$ cat config.mk
export PLATFORM = sky130hd
export DESIGN_NAME = fpsa_front
export DESIGN_NICKNAME = d
export VERILOG_FILES = /design/src/sv/fpsa_pkg.sv /design/src/sv/fpsa_front.sv
export SDC_FILE = /design/constraint.sdc
export NUM_CORES = 1
export LEC_CHECK = 0
export BUFFER_PORTS_ARGS = -buffer_cell sky130_fd_sc_hd__buf_2
export CAP_MARGIN = 0
export CORE_ASPECT_RATIO = 0.75
export CORE_MARGIN = 1.5
export CORE_UTILIZATION = 48
export CTS_CLUSTER_DIAMETER = 30
export CTS_CLUSTER_SIZE = 10
export DETAILED_ROUTE_END_ITERATION = 10
export PLACE_DENSITY = 0.74
export SLEW_MARGIN = 10
export SYNTH_ARGS = -nofsm -noshare
export SYNTH_HDL_FRONTEND = slang
export SYNTH_SLANG_ARGS = --single-unit
$ cat constraint.sdc
create_clock -name aclk -period 3.9 [get_ports aclk]
set_input_delay 0.195 -clock aclk [delete_from_list [all_inputs] [get_ports aclk]]
set_output_delay 0.195 -clock aclk [all_outputs]
set_load 0.01 [all_outputs]
$ cat src/sv/fpsa_pkg.sv
// ----------------------------------------------------------------------------
// fpsa_pkg: shared types and constants of the free page stack allocator
// Page geometry, request and status codes, command and result records.
// ----------------------------------------------------------------------------
package fpsa_pkg;

    // page store geometry
    localparam int MAX_PAGES  = 16384;
    localparam int PAGE_BYTES = 4096;
    localparam int ADDR_W     = 32;
    localparam int PAGE_SHIFT = $clog2(PAGE_BYTES);
    localparam int PN_W       = ADDR_W - PAGE_SHIFT;
    localparam int IDX_W      = (MAX_PAGES > 1) ? $clog2(MAX_PAGES) : 1;
    localparam int CNT_W      = $clog2(MAX_PAGES + 1);
    localparam int ADDED_W    = 15;
    localparam int STATUS_W   = 2;

    // port widths
    localparam int REQ_W       = 2;
    localparam int CFG_IDX_W   = 2;
    localparam int IN_TDATA_W  = 2 * ADDR_W;
    localparam int RES_W       = ADDR_W + STATUS_W + ADDED_W;
    localparam int OUT_TDATA_W = ((RES_W + 7) / 8) * 8;

    // request codes on the input channel
    typedef enum logic [REQ_W-1:0] {
        REQ_ALLOC = 2'd0,
        REQ_FREE  = 2'd1,
        REQ_RANGE = 2'd2
    } req_t;

    // result status codes
    typedef enum logic [STATUS_W-1:0] {
        STAT_OK    = 2'd0,
        STAT_EMPTY = 2'd1,
        STAT_BAD   = 2'd2,
        STAT_FULL  = 2'd3
    } status_t;

    // configuration register indexes
    typedef enum logic [CFG_IDX_W-1:0] {
        CFG_KERNEL_END = 2'd0,
        CFG_PHYS_TOP   = 2'd1,
        CFG_KERN_BASE  = 2'd2
    } cfg_idx_t;

    // classified command handed from front to back
    typedef enum logic [1:0] {
        CMD_ALLOC,
        CMD_FREE,
        CMD_RANGE,
        CMD_NOP
    } cmd_kind_t;

    typedef struct packed {
        cmd_kind_t          kind;
        logic [ADDR_W-1:0]  addr;    // page to free, or rounded range start
        logic [ADDR_W-1:0]  limit;   // exclusive range end
    } cmd_t;

    typedef struct packed {
        logic [ADDR_W-1:0] kernel_end;
        logic [ADDR_W-1:0] phys_top;
        logic [ADDR_W-1:0] kern_base;
    } cfg_t;

    typedef struct packed {
        logic [ADDR_W-1:0]  page_addr;
        status_t            status;
        logic [ADDED_W-1:0] pages_added;
    } result_t;

    // back-end status seen by the top level checks
    typedef struct packed {
        logic             busy;
        logic [CNT_W-1:0] count;
    } back_stat_t;

endpackage

$ cat src/sv/fpsa_front.sv
// ----------------------------------------------------------------------------
// fpsa_front: request intake
// Decodes each request, rounds range starts up to a page, and queues the
// resulting command in a two-entry queue toward the back end.
// ----------------------------------------------------------------------------
module fpsa_front import fpsa_pkg::*; (
    input  logic                  aclk,
    input  logic                  aresetn,
    input  logic                  in_valid,
    output logic                  in_ready,
    input  logic [REQ_W-1:0]      in_req,
    input  logic [ADDR_W-1:0]     in_addr,
    input  logic [ADDR_W-1:0]     in_end,
    output logic                  cmd_valid,
    input  logic                  cmd_ready,
    output cmd_t                  cmd
);

    cmd_t              q_mem [2];
    logic              wr_ptr_reg, rd_ptr_reg;
    logic [1:0]        fill_reg;
    cmd_t              new_cmd;
    logic [ADDR_W-1:0] rounded;
    logic              push, pop;

    // round up to a page boundary, wrapping at 2^32
    assign rounded = (in_addr + ADDR_W'(PAGE_BYTES - 1)) &
                     ~ADDR_W'(PAGE_BYTES - 1);

    // classify the request
    always_comb begin
        new_cmd.addr  = in_addr;
        new_cmd.limit = in_end;
        unique case (in_req)
            REQ_ALLOC: new_cmd.kind = CMD_ALLOC;
            REQ_FREE:  new_cmd.kind = CMD_FREE;
            REQ_RANGE: begin
                new_cmd.kind = CMD_RANGE;
                new_cmd.addr = rounded;
            end
            default:   new_cmd.kind = CMD_NOP;
        endcase
    end

    assign in_ready  = (fill_reg != 2'd2);
    assign cmd_valid = (fill_reg != 2'd0);
    assign cmd       = q_mem[rd_ptr_reg];
    assign push      = in_valid && in_ready;
    assign pop       = cmd_valid && cmd_ready;

    // queue storage
    always_ff @(posedge aclk) begin
        if (push) begin
            q_mem[wr_ptr_reg] <= new_cmd;
        end
    end

    // queue pointers
    always_ff @(posedge aclk) begin
        if (!aresetn) begin
            wr_ptr_reg <= 1'b0;
            rd_ptr_reg <= 1'b0;
            fill_reg   <= 2'd0;
        end else begin
            if (push) wr_ptr_reg <= ~wr_ptr_reg;
            if (pop)  rd_ptr_reg <= ~rd_ptr_reg;
            if (push && !pop) begin
                fill_reg <= fill_reg + 2'd1;
            end else if (pop && !push) begin
                fill_reg <= fill_reg - 2'd1;
            end
        end
    end

endmodule

==> results.yml <==
route:
  drc: 0
  vias: 3295
  dr.pass1.iters: 5
  drt-vias-per-instance: 5.11
  wl_per_cell_microns: 16.9
  routed_wl_microns: 10900
  ant_nets: 0
  drtIter0Drc: 232
placement:
  dp_hpwl_microns: 6950
  pre_cts_ws_ns: 1.78
  numPortBuffers: 137
  dpl_cell_area_sq_um: 6360
  place_inst: 580
  place.gp.congestion: 0.762
power_and_ir_drop:
  p_leak_nw: 2.73
  seqPwrFrac_pct: 43.4
  p_per_area_nw_per_um2: 627
  p_sw_mw: 1.22
  p_int_mw: 3.33
  clkPwrFrac_pct: 33.0
  ir_drop_v: 0.000338
  combinationalPowerShare_pct: 23.5
  swShare_pct: 26.8
layout:
  final_net_count: 564
  largest_register_ffs: 132
  antennaDiodeCount: 0
  drive_gt1_share_pct: 48.1
  final_cells: 645
  synthToLayoutAreaGrowth_pct: 31.6
  stdcell_area_sq_um: 7260
setup_path:
  cp_top_family: "simple AND/OR/NAND/NOR gates"
  criticalPathCategory: "in2reg"
  crit_required_ns: 4.04
  path_cells: "dlygate4sd3_1, buf_2, nand2b_1, nand4bb_1, nor3_1, xor2_1"
  critPathLaunchType: "input port"
  critPathMaxStageDelay_ns: 0.64
  path_max_fanout: 16
  crit_slowest_cell: "nand4bb_1"
  critical_path_buf_inv_count: 2
  worstPathArrival_ns: 2.54
  endpoint_kind: "flip-flop"
clock_tree:
  tritoncts: "built"
  cts.reportedPaths.clkPinSlew_ns: 0.06
  cts_sinks: 137
  clock_path_buffers: 2
  clk_latency_ns: 0.42
  h-tree-depth: 4
  cts_resized: 0
  cts_buffers: 17
  root_buffer: "clkbuf_16"
yosys:
  synth_area_leaders: "edfxtp_1 (72%), mux2_2 (13%), xnor2_1 (1.9%)"
  syn-num-nets: 381
  synth_edf_count: 132
  synth_warnings: 0
  synthFlopType: "edfxtp_1"
  yosysUniqueCellTypes: 31
  synth_top_area_share_pct: 71.8
  syn_area_sq_um: 5520
  ys_ff_latch: 137
  syn_area_per_cell_sq_um: 17.8
  ys_async_sr_fraction_pct: 0
  synthCells: 310
  yosysSeqAreaShare_pct: 73.6
  yosysTopAreaCell: "edfxtp_1"
global_route:
  overflow: 0
  grt_pass1_vias: 3275
  met2_usage_pct: 29.7
  grt_use_met1_pct: 23.0
  grt_usage_pct: 18.4
  busiest_layer: "met2"
  antenna_found_initial: 0
  grt_pass1_wl_microns: 16300
  use_met3_pct: 6.06
  grt_max_degree: 67
worst_hold_path:
  worst_hold_path_type: "in2reg"
floorplan:
  die_h_microns: 95.9
  die_width_microns: 127
  die-area_sq_um: 12200
  core_sq_um: 11100
  rows: 33
  pin_count: 138
  initial_core_util_pct: 49.9
timing:
  hold_viol: 0
  slew_headroom_pct: 39.7
  worst_slew_pin_slew_ns: 0.905
  fin_ws_ns: 1.50
  setup_tns_ns: 0
  slew_violations: 0
  rsz0062_at_grt: "no"
  finalClockSkew_ns: 0.0134
  period_share_pct: 61.6
  setup_viol: 0
  fmax_mhz: 416
  fin_crit_ns: 2.40
run_status:
  status: "complete, no violations"
flow_run:
  max_cap_violations: 0
## cells in the mapped netlist, types with 2 or more instances
master,n
and2_1,16
and3_1,4
and3_2,2
buf_2,4
buf_6,2
clkbuf_1,6
dfxtp_1,5
edfxtp_1,132
mux2_2,66
nand2_1,7
nand2b_1,2
nand3_1,9
nand4_1,5
nor2_1,3
nor3_1,7
nor4_1,3
xnor2_1,12
xor2_1,12
## placed cells by master (no fill, tap or decap), types with 2 or more instances in the layout
cell type	instances
nand2b_1	2
and3_2	3
clkbuf_16	17
nand4_1	5
nand3_1	9
dfxtp_1	4
bufinv_16	2
clkinv_2	2
and3_1	3
clkinv_1	3
nor3_1	7
and2_1	16
mux2_2	66
nand2_1	7
clkinvlp_4	3
clkinv_4	2
xor2_1	12
nor4_1	3
dlygate4sd3_1	34
buf_2	137
xnor2_1	12
buf_4	5
edfxtp_1	132
nor2_1	2
## power groups by stage
stage                     combinational (mW)  clock (mW)  sequential (mW)
final                                   1.07        1.50             1.98
after global routing                    1.15        1.59             2.00
after CTS                               1.08        1.53             1.98
after detailed placement                1.05           0             2.01
after global placement                  1.04           0             2.00
after floorplan                        0.676           0             1.97
## final timing paths
kind                             startpoint      endpoint  slack [ns]  cells after the start
worst max-delay path              in_req[0]  q_mem[1][57]        1.50                      6
worst min-delay path                aresetn    wr_ptr_reg        0.04                      2
worst max register to register  fill_reg[0]  q_mem[1][51]        1.86                      3
worst min register to register  fill_reg[1]   fill_reg[1]        0.55                      2
## cell families after synthesis
family | Yosys count | share of synthesized area [%]
adder cells (fa/ha/maj) | 1 | 0.227
flip-flops | 137 | 73.6
XOR/XNOR | 24 | 3.81
multiplexers | 66 | 13.5
AO/OA/AOI/OAI | 2 | 0.227
buffers and inverters | 13 | 1.25
AND/OR/NAND/NOR | 67 | 7.39
## cell type report
cell class                      count  area (sq um)
Tap cell                          140           175
Multi-Input combinational cell    160          1400
Clock buffer                       18           429
Clock inverter                     13           130
Inverter                            1          3.75
Sequential cell                   137          4070
Fill cell                         804          3800
Timing Repair Buffer              176          1060
## metrics by stage
stage / hold slack (ns) / power [mW] / utilization [%]
CTS: 0.0317 / 4.60 / 65.6
global placement: 0.383 / 3.03 / 57.5
detailed placement: 0.387 / 3.06 / 57.5
global route: 0.0538 / 4.74 / 65.6
finish: 0.0381 / 4.55 / 65.6
floorplan: 0.294 / 2.64 / -
## routing by layer
metal / part of all wire (%) / vias to the layer above / wire [microns]
met5: 0 / - / 0
met4: 1.7 / 0 / 185
met3: 6.7 / 19 / 730
met2: 48 / 138 / 5230
met1: 44 / 1577 / 4740
li1: - / 1561 / -
## timing repair
action                                 in CTS  in global routing
buffers inserted                            0                  0
endpoints found under the hold margin      68                  0
hold buffers                               34                  0
Note: power is estimated with default switching activity, not from simulation.
